===== src/sv/tsq_pkg.sv =====
// Shared types and constants for the two-stack queue.
// Used by tsq_ctrl, tsq_dpath and two_stack_queue_core; depends on nothing.
`default_nettype none

package tsq_pkg;

  // Stack geometry
  localparam int DEPTH = 16;
  localparam int PTR_W = $clog2(DEPTH);
  localparam int CNT_W = PTR_W + 1;

  // Request kinds
  localparam logic KIND_ENQ = 1'b0;
  localparam logic KIND_DEQ = 1'b1;

  // Result status codes
  localparam logic [1:0] STAT_ENQ   = 2'd0;
  localparam logic [1:0] STAT_DEQ   = 2'd1;
  localparam logic [1:0] STAT_UNDER = 2'd2;
  localparam logic [1:0] STAT_OVER  = 2'd3;

  // Controller states
  typedef enum logic [1:0] {
    ST_IDLE,
    ST_MOVE,
    ST_POP
  } ctrl_state_t;

  // Commands from controller to datapath
  typedef struct packed {
    logic       push;        // write request byte onto input stack
    logic       pop;         // read top of output stack, shrink it
    logic       move_rd;     // read top of input stack for transfer, shrink it
    logic       load_res;    // load result register
    logic [1:0] res_status;  // status code to load
  } tsq_cmd_t;

  // Status from datapath to controller
  typedef struct packed {
    logic in_empty;
    logic in_full;
    logic out_empty;
    logic mv_pend;   // transfer write still in flight
    logic res_free;  // result register empty or being taken this cycle
  } tsq_sts_t;

endpackage

`default_nettype wire


===== src/sv/tsq_ctrl.sv =====
// Controller state machine for the two-stack queue.
// Depends on tsq_pkg; drives tsq_dpath through tsq_cmd_t and reads tsq_sts_t.
`default_nettype none

module tsq_ctrl (
  input  wire logic              clk,
  input  wire logic              rst,
  input  wire logic              req_valid,
  output logic                   req_ready,
  input  wire logic              kind,
  input  wire tsq_pkg::tsq_sts_t sts,
  output tsq_pkg::tsq_cmd_t      cmd
);

  tsq_pkg::ctrl_state_t state;
  tsq_pkg::ctrl_state_t state_next;

  // State register
  always_ff @(posedge clk) begin
    if (rst) begin
      state <= tsq_pkg::ST_IDLE;
    end else begin
      state <= state_next;
    end
  end

  // Next state and commands
  always_comb begin
    state_next = state;
    cmd        = '0;
    req_ready  = (state == tsq_pkg::ST_IDLE) && sts.res_free;
    case (state)
      tsq_pkg::ST_IDLE: begin
        if (req_valid && req_ready) begin
          if (kind == tsq_pkg::KIND_ENQ) begin
            cmd.load_res = 1'b1;
            if (sts.in_full) begin
              cmd.res_status = tsq_pkg::STAT_OVER;
            end else begin
              cmd.push       = 1'b1;
              cmd.res_status = tsq_pkg::STAT_ENQ;
            end
          end else if (!sts.out_empty) begin
            cmd.pop    = 1'b1;
            state_next = tsq_pkg::ST_POP;
          end else if (sts.in_empty) begin
            cmd.load_res   = 1'b1;
            cmd.res_status = tsq_pkg::STAT_UNDER;
          end else begin
            state_next = tsq_pkg::ST_MOVE;
          end
        end
      end
      // Drain input stack onto output stack, one element per cycle
      tsq_pkg::ST_MOVE: begin
        if (!sts.in_empty) begin
          cmd.move_rd = 1'b1;
        end else if (!sts.mv_pend) begin
          cmd.pop    = 1'b1;
          state_next = tsq_pkg::ST_POP;
        end
      end
      // Popped byte is in the read register now
      tsq_pkg::ST_POP: begin
        cmd.load_res   = 1'b1;
        cmd.res_status = tsq_pkg::STAT_DEQ;
        state_next     = tsq_pkg::ST_IDLE;
      end
      default: begin
        state_next = tsq_pkg::ST_IDLE;
      end
    endcase
  end

endmodule

`default_nettype wire


===== src/sv/tsq_dpath.sv =====
// Datapath for the two-stack queue: both stack memories, their counts,
// the transfer stage and the result register. Depends on tsq_pkg.
`default_nettype none

module tsq_dpath (
  input  wire logic              clk,
  input  wire logic              rst,
  input  wire logic [7:0]        data_value,
  input  wire tsq_pkg::tsq_cmd_t cmd,
  output tsq_pkg::tsq_sts_t      sts,
  output logic                   rsp_valid,
  input  wire logic              rsp_ready,
  output logic [1:0]             status,
  output logic [7:0]             result_value
);

  logic [7:0]              in_mem  [tsq_pkg::DEPTH];
  logic [7:0]              out_mem [tsq_pkg::DEPTH];
  logic [tsq_pkg::CNT_W-1:0] in_count;
  logic [tsq_pkg::CNT_W-1:0] out_count;
  logic [tsq_pkg::CNT_W-1:0] in_top;
  logic [tsq_pkg::CNT_W-1:0] out_top;
  logic [7:0]              in_rdata;
  logic [7:0]              out_rdata;
  logic                    mv_pend;

  assign in_top  = in_count - tsq_pkg::CNT_W'(1);
  assign out_top = out_count - tsq_pkg::CNT_W'(1);

  // Input stack memory
  always_ff @(posedge clk) begin
    if (cmd.push) begin
      in_mem[in_count[tsq_pkg::PTR_W-1:0]] <= data_value;
    end
    if (cmd.move_rd) begin
      in_rdata <= in_mem[in_top[tsq_pkg::PTR_W-1:0]];
    end
  end

  // Output stack memory; the transfer write lands in the cycle after its read
  always_ff @(posedge clk) begin
    if (mv_pend) begin
      out_mem[out_count[tsq_pkg::PTR_W-1:0]] <= in_rdata;
    end
    if (cmd.pop) begin
      out_rdata <= out_mem[out_top[tsq_pkg::PTR_W-1:0]];
    end
  end

  // Stack counts and transfer pending flag
  always_ff @(posedge clk) begin
    if (rst) begin
      in_count  <= '0;
      out_count <= '0;
      mv_pend   <= 1'b0;
    end else begin
      mv_pend <= cmd.move_rd;
      if (cmd.push) begin
        in_count <= in_count + tsq_pkg::CNT_W'(1);
      end else if (cmd.move_rd) begin
        in_count <= in_top;
      end
      if (mv_pend) begin
        out_count <= out_count + tsq_pkg::CNT_W'(1);
      end else if (cmd.pop) begin
        out_count <= out_top;
      end
    end
  end

  // Result register valid
  always_ff @(posedge clk) begin
    if (rst) begin
      rsp_valid <= 1'b0;
    end else if (cmd.load_res) begin
      rsp_valid <= 1'b1;
    end else if (rsp_ready) begin
      rsp_valid <= 1'b0;
    end
  end

  // Result payload
  always_ff @(posedge clk) begin
    if (cmd.load_res) begin
      status       <= cmd.res_status;
      result_value <= (cmd.res_status == tsq_pkg::STAT_DEQ) ? out_rdata : 8'd0;
    end
  end

  // Status to controller
  always_comb begin
    sts.in_empty  = (in_count == '0);
    sts.in_full   = (in_count == tsq_pkg::CNT_W'(tsq_pkg::DEPTH));
    sts.out_empty = (out_count == '0);
    sts.mv_pend   = mv_pend;
    sts.res_free  = !rsp_valid || rsp_ready;
  end

endmodule

`default_nettype wire


===== src/sv/two_stack_queue_core.sv =====
// FIFO of bytes built from two 16-entry stacks. Each request (enqueue or
// dequeue) yields one response with a status: enqueued, dequeued byte,
// underflow, or overflow (enqueue dropped when the input stack is full,
// even if the output stack has room). Enqueue, overflow and underflow load
// the response register as soon as they are taken; a dequeue served from a
// non-empty output stack first passes through the registered read of the
// stack memory. A dequeue that finds the output stack empty first moves all
// n entries of the input stack across, one per cycle through the memory
// read register. A new request is taken once the previous one is done
// and the response register is free or being emptied.
// Depends on tsq_pkg, tsq_ctrl and tsq_dpath.
`default_nettype none

module two_stack_queue_core (
  input  wire logic       clk,
  input  wire logic       rst,
  input  wire logic       req_valid,
  output logic            req_ready,
  input  wire logic       kind,
  input  wire logic [7:0] data_value,
  output logic            rsp_valid,
  input  wire logic       rsp_ready,
  output logic [1:0]      status,
  output logic [7:0]      result_value
);

  tsq_pkg::tsq_cmd_t cmd;
  tsq_pkg::tsq_sts_t sts;

  tsq_ctrl u_ctrl (
    .clk       (clk),
    .rst       (rst),
    .req_valid (req_valid),
    .req_ready (req_ready),
    .kind      (kind),
    .sts       (sts),
    .cmd       (cmd)
  );

  tsq_dpath u_dpath (
    .clk          (clk),
    .rst          (rst),
    .data_value   (data_value),
    .cmd          (cmd),
    .sts          (sts),
    .rsp_valid    (rsp_valid),
    .rsp_ready    (rsp_ready),
    .status       (status),
    .result_value (result_value)
  );

`ifndef NO_ASSERTIONS
  // At most one stack operation per cycle
  a_one_op: assert property (@(posedge clk) disable iff (rst)
    $onehot0({cmd.push, cmd.pop, cmd.move_rd}))
    else $error("more than one stack operation in a cycle");

  // Never push onto a full input stack
  a_no_push_full: assert property (@(posedge clk) disable iff (rst)
    sts.in_full |-> !cmd.push)
    else $error("push onto full input stack");

  // Never pop an empty output stack
  a_no_pop_empty: assert property (@(posedge clk) disable iff (rst)
    sts.out_empty |-> !cmd.pop)
    else $error("pop from empty output stack");

  // Only a dequeued response carries a byte
  a_zero_value: assert property (@(posedge clk) disable iff (rst)
    (rsp_valid && status != tsq_pkg::STAT_DEQ) |-> (result_value == 8'd0))
    else $error("nonzero value on non-dequeue response");
`endif

endmodule

`default_nettype wire

===== config.mk =====
export PLATFORM = sky130hd
export DESIGN_NAME = two_stack_queue_core
export DESIGN_NICKNAME = d
export VERILOG_FILES = /design/src/sv/tsq_pkg.sv /design/src/sv/tsq_ctrl.sv /design/src/sv/tsq_dpath.sv /design/src/sv/two_stack_queue_core.sv
export SDC_FILE = /design/constraint.sdc
export NUM_CORES = 1
export LEC_CHECK = 0
export ABC_AREA = 0
export BUFFER_PORTS_ARGS = -buffer_cell sky130_fd_sc_hd__buf_4
export CAP_MARGIN = 20
export CORE_UTILIZATION = 41
export DETAILED_ROUTE_END_ITERATION = 8
export PLACE_DENSITY_LB_ADDON = 0.3
export SLEW_MARGIN = 20
export SYNTH_ARGS = -nofsm -noshare
export SYNTH_HDL_FRONTEND = slang
export SYNTH_SLANG_ARGS = --single-unit

===== constraint.sdc =====
create_clock -name clk -period 4 [get_ports clk]
set_input_delay 0.2 -clock clk [delete_from_list [all_inputs] [get_ports clk]]
set_output_delay 0.2 -clock clk [all_outputs]
set_load 0.01 [all_outputs]

==> results.yml, run 1 <==
outcome:
  status: "completed"
detailed_routing:
  drt_iter0_markers: 482
  post_drt_wl_per_cell_um: 22.3
  firstDrtPassIters: 5
  routed_via_density: 5.39
  route.detailed.drc: 0
  ant_nets: 0
  dr_total_vias: 5737
  wl_mm: 23.8
placement:
  post-dp-hpwl_mm: 15.0
  numPortBuffers: 24
  place.detailed.instances: 1003
  place.gp.congestion: 0.794
synth:
  muxShareOfSynthArea: 0.138
  yosys_warning_total: 0
  synth_largest_area_cell: "sky130_fd_sc_hd__edfxtp_1"
  synthesis.instances: 618
  synth.ff_latch_count: 296
  yosysUniqueCellTypes: 55
  yosys.area_share.xor_xnor: 0.00517
  most_area_consuming_cells_after_synthesis: "sky130_fd_sc_hd__edfxtp_1 71%, sky130_fd_sc_hd__mux4_2 12%, sky130_fd_sc_hd__dfxtp_1 2.4%"
  avgSynthCellArea_sq_um: 19.2
  yosys.area_share.simple: 0.0594
  synth-adder-area-share: 0.0106
  seq_area_frac_synth: 0.738
  synth-main-ff-cell: "sky130_fd_sc_hd__edfxtp_1"
  nets_in_the_synthesized_netlist: 641
  main_combinational_cell_family_by_area_after_synthesis: "multiplexers"
  number_of_synthesized_flops_with_an_enable_pin: 282
  synth_largest_type_area_fraction: 0.715
  async_flop_share: 0
  synth_area_sq_um: 11900
  synth_compound_area_frac: 0.0347
cells_and_area:
  finalCoreUtilization: 0.483
  area_growth_synth_to_finish_pct: 14.4
  layout.cells.most_common: "sky130_fd_sc_hd__edfxtp_1"
  most-common-layout-cells: "282 x sky130_fd_sc_hd__edfxtp_1, 64 x sky130_fd_sc_hd__mux4_2, 38 x sky130_fd_sc_hd__buf_4, 31 x sky130_fd_sc_hd__clkbuf_16, 29 x sky130_fd_sc_hd__nor2_1"
  num-fill-cells: 2373
  final_cell_count_no_fill: 1065
  num_antenna_cells: 0
  net_count_reported_at_finish: 689
  drive_above_1_share: 0.231
die:
  rows: 61
  design.portCount: 25
  start_util: 0.422
  fp.dieArea_sq_um: 29600
  die_h_um: 172
  coreArea_sq_um: 28100
  die_width_um: 172
critical_path:
  criticalPathCategory: "reg -> reg"
  timing.critical_path.required_ns: 4.18
  worst-path-max-fanout: 12
  worstPathArrival_ns: 3.14
  setup_slack_on_the_worst_flop_to_flop_path_ns: 1.04
  setup.worst_path.end_class: "flip-flop"
  critPathLaunchType: "flip-flop"
global_route:
  vias_in_the_first_global_route: 6060
  grt_remaining_overflow: 0
  grt_antenna_before_repair: 0
  global_route.usage.total: 0.167
  grt_first_pass_wirelength_mm: 36.3
  grt_max_degree: 40
hold_path:
  timing.hold.worst.class: "in -> reg"
cts:
  cts_inserted_buffers: 30
  tritoncts_clock_tree: "built"
  hold_fix_buffers_at_cts: 9
  h-tree-depth: 1
  cts_resized: 0
  clock_sink_count: 296
  cts.path.max_buffers: 3
  cts-root-buf: "sky130_fd_sc_hd__clkbuf_16"
  clock_slew_seen_by_the_registers_of_the_worst_setup_and_hold_paths_ns: 0.06
  post_cts.repair.setup_buffers: 0
  clkLatencyLatePin_ns: 0.55
sta:
  max_slew_margin: 0.410
  maxClockFrequency_ghz: 0.338
  finalWorstPathRequiredPeriod_ns: 2.96
  setup_viol_count_final: 0
  finalMaxSlewViolations: 0
  transition_time_at_the_pin_with_the_least_slew_margin_ns: 0.882
  post_route_clock_skew_ns: 0.0296
  setup_total_negative_slack_ns: 0
  finalHoldViolCount: 0
  fin_crit_sh: 0.739
  grt_setup_unrepaired: "no"
power_and_ir_drop:
  pwr_density_cell_nw_per_um2: 649
  power.leakage_nw: 4.25
  vdd.ir_drop.worst_v: 0.000384
flow_run:
  max_cap_viol_count: 0
-- synthesized netlist by cell type (all sizes together), types with 2 or more instances --
cell type,n
or2,2
o21ai,3
clkbuf,19
nor2,29
nor2b,19
mux4,64
nand2,12
ha,10
xnor2,4
or4b,2
a21oi,24
nand3,3
and4,2
nand2b,4
and2,24
nor4b,3
mux2i,18
inv,9
a2111oi,2
nor3,12
xor2,3
dfxtp,14
a211oi,17
and3,2
a32oi,2
buf,12
edfxtp,282
nand3b,2
-- critical path, cell delays in order (launching register included) --
cell and delay [ns]:
sky130_fd_sc_hd__dfxtp_1 0.45, sky130_fd_sc_hd__or2_1 0.37, sky130_fd_sc_hd__nor3b_4 0.40, sky130_fd_sc_hd__nand2b_1 0.18
sky130_fd_sc_hd__a2111oi_1 0.70, sky130_fd_sc_hd__and2_1 0.49
-- metal layers --
layer | routed length, um | track usage | up-vias | part of all wire
li1 | - | - | 2585 | -
met1 | 10100 | 0.223 | 2962 | 0.43
met2 | 11900 | 0.283 | 142 | 0.50
met3 | 1020 | 0.0217 | 48 | 0.043
met4 | 642 | 0.0569 | 0 | 0.027
met5 | 0 | 0 | - | 0
-- metrics by stage --
| stage | power (W) | hold WS (ns) | instance area (sq um) | setup slack [ns] |
|---|---|---|---|---|
| after floorplan | 0.00538 | 0.299 | 11900 | 0.753 |
| after CTS | 0.00887 | 0.0530 | 13600 | 1.02 |
| after detailed placement | 0.00615 | 0.504 | 12500 | 1.06 |
| final | 0.00880 | 0.0890 | 13600 | 1.04 |
| after global routing | 0.00915 | 0.105 | 13600 | 0.887 |
| after global placement | 0.00613 | 0.500 | 12500 | 1.18 |
-- where the power goes --
part | switching [W] | internal [W] | total (W)
registers | 0.0000778 | 0.00360 | 0.00368
logic | 0.00133 | 0.00106 | 0.00239
clock network | 0.00113 | 0.00160 | 0.00273
-- final cells by class --
class | count | area (sq um) | area share
Inverter | 9 | 33.8 | 0.00249
Timing Repair Buffer | 47 | 375 | 0.0277
Clock buffer | 35 | 791 | 0.0583
Sequential cell | 296 | 8750 | 0.646
Multi-Input combinational cell | 282 | 2960 | 0.218
Clock inverter | 18 | 176 | 0.0130
Tap cell | 378 | 473 | 0.0349
-- cells by family (layout without fill, tap and decap cells) --
| logic type | Yosys count | count (layout) |
|---|---|---|
| mux | 83 | 83 |
| buf+inv | 40 | 109 |
| fa+ha+maj | 10 | 10 |
| simple gates | 123 | 123 |
| xor+xnor | 7 | 7 |
| compound gates | 59 | 59 |
| flops | 296 | 296 |
-- worst paths after layout --
check / startpoint / end / cells past startpoint
min reg2reg: u_dpath.out_rdata[5]$_DFFE_PP_ / u_dpath.result_value[5]$_SDFFCE_PP0P_ / 1
max: u_ctrl.state[1]$_SDFFE_PP0P_ / u_dpath.in_mem[2][2]$_DFFE_PP_ / 5
max reg2reg: u_ctrl.state[1]$_SDFFE_PP0P_ / u_dpath.in_mem[2][2]$_DFFE_PP_ / 5
min: kind / u_ctrl.state[0]$_SDFFE_PP0P_ / 3
-- registers in the layout (all words and copies together), names as in the netlist --
register              flops
u_dpath.in_mem          128
u_dpath.result_value      8
u_dpath.out_mem         128
u_dpath.out_rdata         8
u_ctrl.state              2
u_dpath.mv_pend           1
u_dpath.status            2
u_dpath.in_count          5
u_dpath.out_count         5
u_dpath.in_rdata          8
u_dpath.rsp_valid         1
Power figures use the tool's default switching activity.
==> inputs of run 2 (changes only) <==
==> constraint.sdc (replaced) <==
create_clock -name clk -period 2.8 [get_ports clk]
set_input_delay 0.14 -clock clk [delete_from_list [all_inputs] [get_ports clk]]
set_output_delay 0.14 -clock clk [all_outputs]
set_load 0.01 [all_outputs]
==> run 2 against run 1 <==
Highest routed layer unchanged. Critical path depth rose by 1. Clock-buffer cell count grew 5. Critical path type unchanged. Final area rose by 1.4%. Maximum frequency is 21% higher. Largest cell class unchanged. Clock power grew 42%. Hold slack lost 0.048 ns.
==> results.yml, run 2 (synthesized netlist as in run 1, its figures left out) <==
sta:
  setup_viol_count_final: 0
  finalHoldViolCount: 0
  setup_total_negative_slack_ns: 0
  post_route_clock_skew_ns: 0.0117
  grt_setup_unrepaired: "no"
  maxClockFrequency_ghz: 0.410
  finalWorstPathRequiredPeriod_ns: 2.44
  fin_worst_hold_slack_ns: 0.0410
  max_slew_margin: 0.410
  transition_time_at_the_pin_with_the_least_slew_margin_ns: 0.882
  fin_crit_sh: 0.871
  finalMaxSlewViolations: 0
cts:
  clock_slew_seen_by_the_registers_of_the_worst_setup_and_hold_paths_ns: 0.06
  h-tree-depth: 1
  clock_sink_count: 296
  post_cts.repair.setup_buffers: 0
  cts-root-buf: "sky130_fd_sc_hd__clkbuf_16"
  tritoncts_clock_tree: "built"
  cts_inserted_buffers: 30
  cts.path.max_buffers: 3
  cts_resized: 0
  clkLatencyLatePin_ns: 0.55
placement:
  numPortBuffers: 24
  place.detailed.instances: 1020
  postPlaceCellArea_sq_um: 12700
  place.gp.congestion: 0.874
  post-dp-hpwl_mm: 15.2
cells_and_area:
  layout.area.seq_sq_um: 8750
  final_cell_count_no_fill: 1086
  multiInputGateArea_sq_um: 2950
  most-common-layout-cells: "282 x sky130_fd_sc_hd__edfxtp_1, 64 x sky130_fd_sc_hd__mux4_2, 51 x sky130_fd_sc_hd__buf_4, 31 x sky130_fd_sc_hd__clkbuf_16, 29 x sky130_fd_sc_hd__nor2_1"
  design_area_sq_um: 13700
  num_antenna_cells: 0
  area_growth_synth_to_finish_pct: 16.0
  layout.cells.most_common: "sky130_fd_sc_hd__edfxtp_1"
  net_count_reported_at_finish: 707
  drive_above_1_share: 0.249
  num-fill-cells: 2366
die:
  coreArea_sq_um: 28100
  rows: 61
  die_h_um: 172
  start_util: 0.422
  design.portCount: 25
  die_width_um: 172
  fp.dieArea_sq_um: 29600
power_and_ir_drop:
  power.leakage_nw: 4.37
  internal-power_w: 0.00907
  clkPwrFrac: 0.307
  vdd.ir_drop.worst_v: 0.000489
  net-switching-power_w: 0.00359
  netSwitchingFraction: 0.284
  combPwrFrac: 0.280
  pwr_density_cell_nw_per_um2: 922
  seq_power_share: 0.413
critical_path:
  delay_of_the_slowest_critical_path_stage_ns: 0.46
  worst-path-max-fanout: 9
  timing.critical_path.required_ns: 3.00
  critical_path.slowest_cell: "sky130_fd_sc_hd__a2111oi_1"
  criticalPathCategory: "reg -> reg"
  worstPathArrival_ns: 2.64
  cp_cell_sequence: "or2_1, nor3b_4, nand2b_1, a2111oi_1, buf_4, and2_1"
  setup.worst_path.end_class: "flip-flop"
  critPathLaunchType: "flip-flop"
hold_path:
  timing.hold.worst.class: "in -> reg"
detailed_routing:
  ant_nets: 0
  routed_via_density: 5.36
  wl_mm: 23.5
  firstDrtPassIters: 5
  route.detailed.drc: 0
  dr_total_vias: 5823
  drt_iter0_markers: 449
  post_drt_wl_per_cell_um: 21.6
global_route:
  top_usage_layer: "met2"
  gr-usage-met2: 0.281
  met1_usage: 0.223
  grtUsageMet3: 0.0245
  grt_antenna_before_repair: 0
  global_route.usage.total: 0.167
  vias_in_the_first_global_route: 6037
  grt_max_degree: 39
  grt_remaining_overflow: 0
  grt_first_pass_wirelength_mm: 36.5
outcome:
  status: "completed"
flow_run:
  max_cap_viol_count: 0
run 2: changes by cell type in the layout (fill, tap and decap cells not counted), sizes merged:
cell / change
dlygate4sd3: +1
clkinvlp: -2
buf: +17
clkbuf: +5
run 2: metal layers:
metal	vias to the layer above	wire (um)
met4	0	537
met2	142	11700
met1	3016	10300
li1	2626	-
met3	39	913
met5	-	0
run 2: layout make-up:
class,instances,area share
repair buffers,65,0.0410
well taps,378,0.0344
clock inverters,16,0.0111
multi-input cells,282,0.215
inverters,9,0.00246
flip-flops and latches,296,0.637
clock buffers,40,0.0596
run 2: final timing paths:
check	startpoint	endpoint	slack, ns	cells after the start
hold / removal	rsp_ready	u_dpath.rsp_valid$_SDFFE_PP0P_	0.04	3
setup / recovery	u_ctrl.state[0]$_SDFFE_PP0P_	u_dpath.in_mem[3][1]$_DFFE_PP_	0.36	6
hold reg to reg	u_dpath.out_rdata[2]$_DFFE_PP_	u_dpath.result_value[2]$_SDFFCE_PP0P_	0.52	1
setup reg to reg	u_ctrl.state[0]$_SDFFE_PP0P_	u_dpath.in_mem[3][1]$_DFFE_PP_	0.36	6
run 2: power by group through the flow:
stage          registers (W)  logic [W]  clock network, W
2_1_floorplan        0.00534    0.00236                 0
3_3_place_gp         0.00531    0.00355                 0
3_5_place_dp         0.00532    0.00359                 0
4_1_cts              0.00523    0.00361           0.00398
5_1_grt              0.00525    0.00384           0.00412
6_report             0.00523    0.00355           0.00389
run 2: repair_timing:
action / CTS / global route
hold endpoints to repair: 139 / 0
endpoints found under the setup margin: 0 / 0
hold buffers: 10 / 0
run 2: critical path: cells and delay by family (launching register included):
| kind | cells | cell delay (ns) |
|---|---|---|
| simple gates | 4 | 1.05 |
| flops | 1 | 0.38 |
| compound gates | 1 | 0.46 |
| buf+inv | 1 | 0.20 |
run 2: per-stage QoR:
stage | setup WS, ns | power (W) | util
3_5_place_dp | 0.334 | 0.00891 | 0.451
2_1_floorplan | 0.0142 | 0.00771 | -
3_3_place_gp | 0.411 | 0.00886 | 0.451
4_1_cts | 0.331 | 0.0128 | 0.489
6_report | 0.362 | 0.0127 | 0.489
5_1_grt | 0.148 | 0.0132 | 0.489
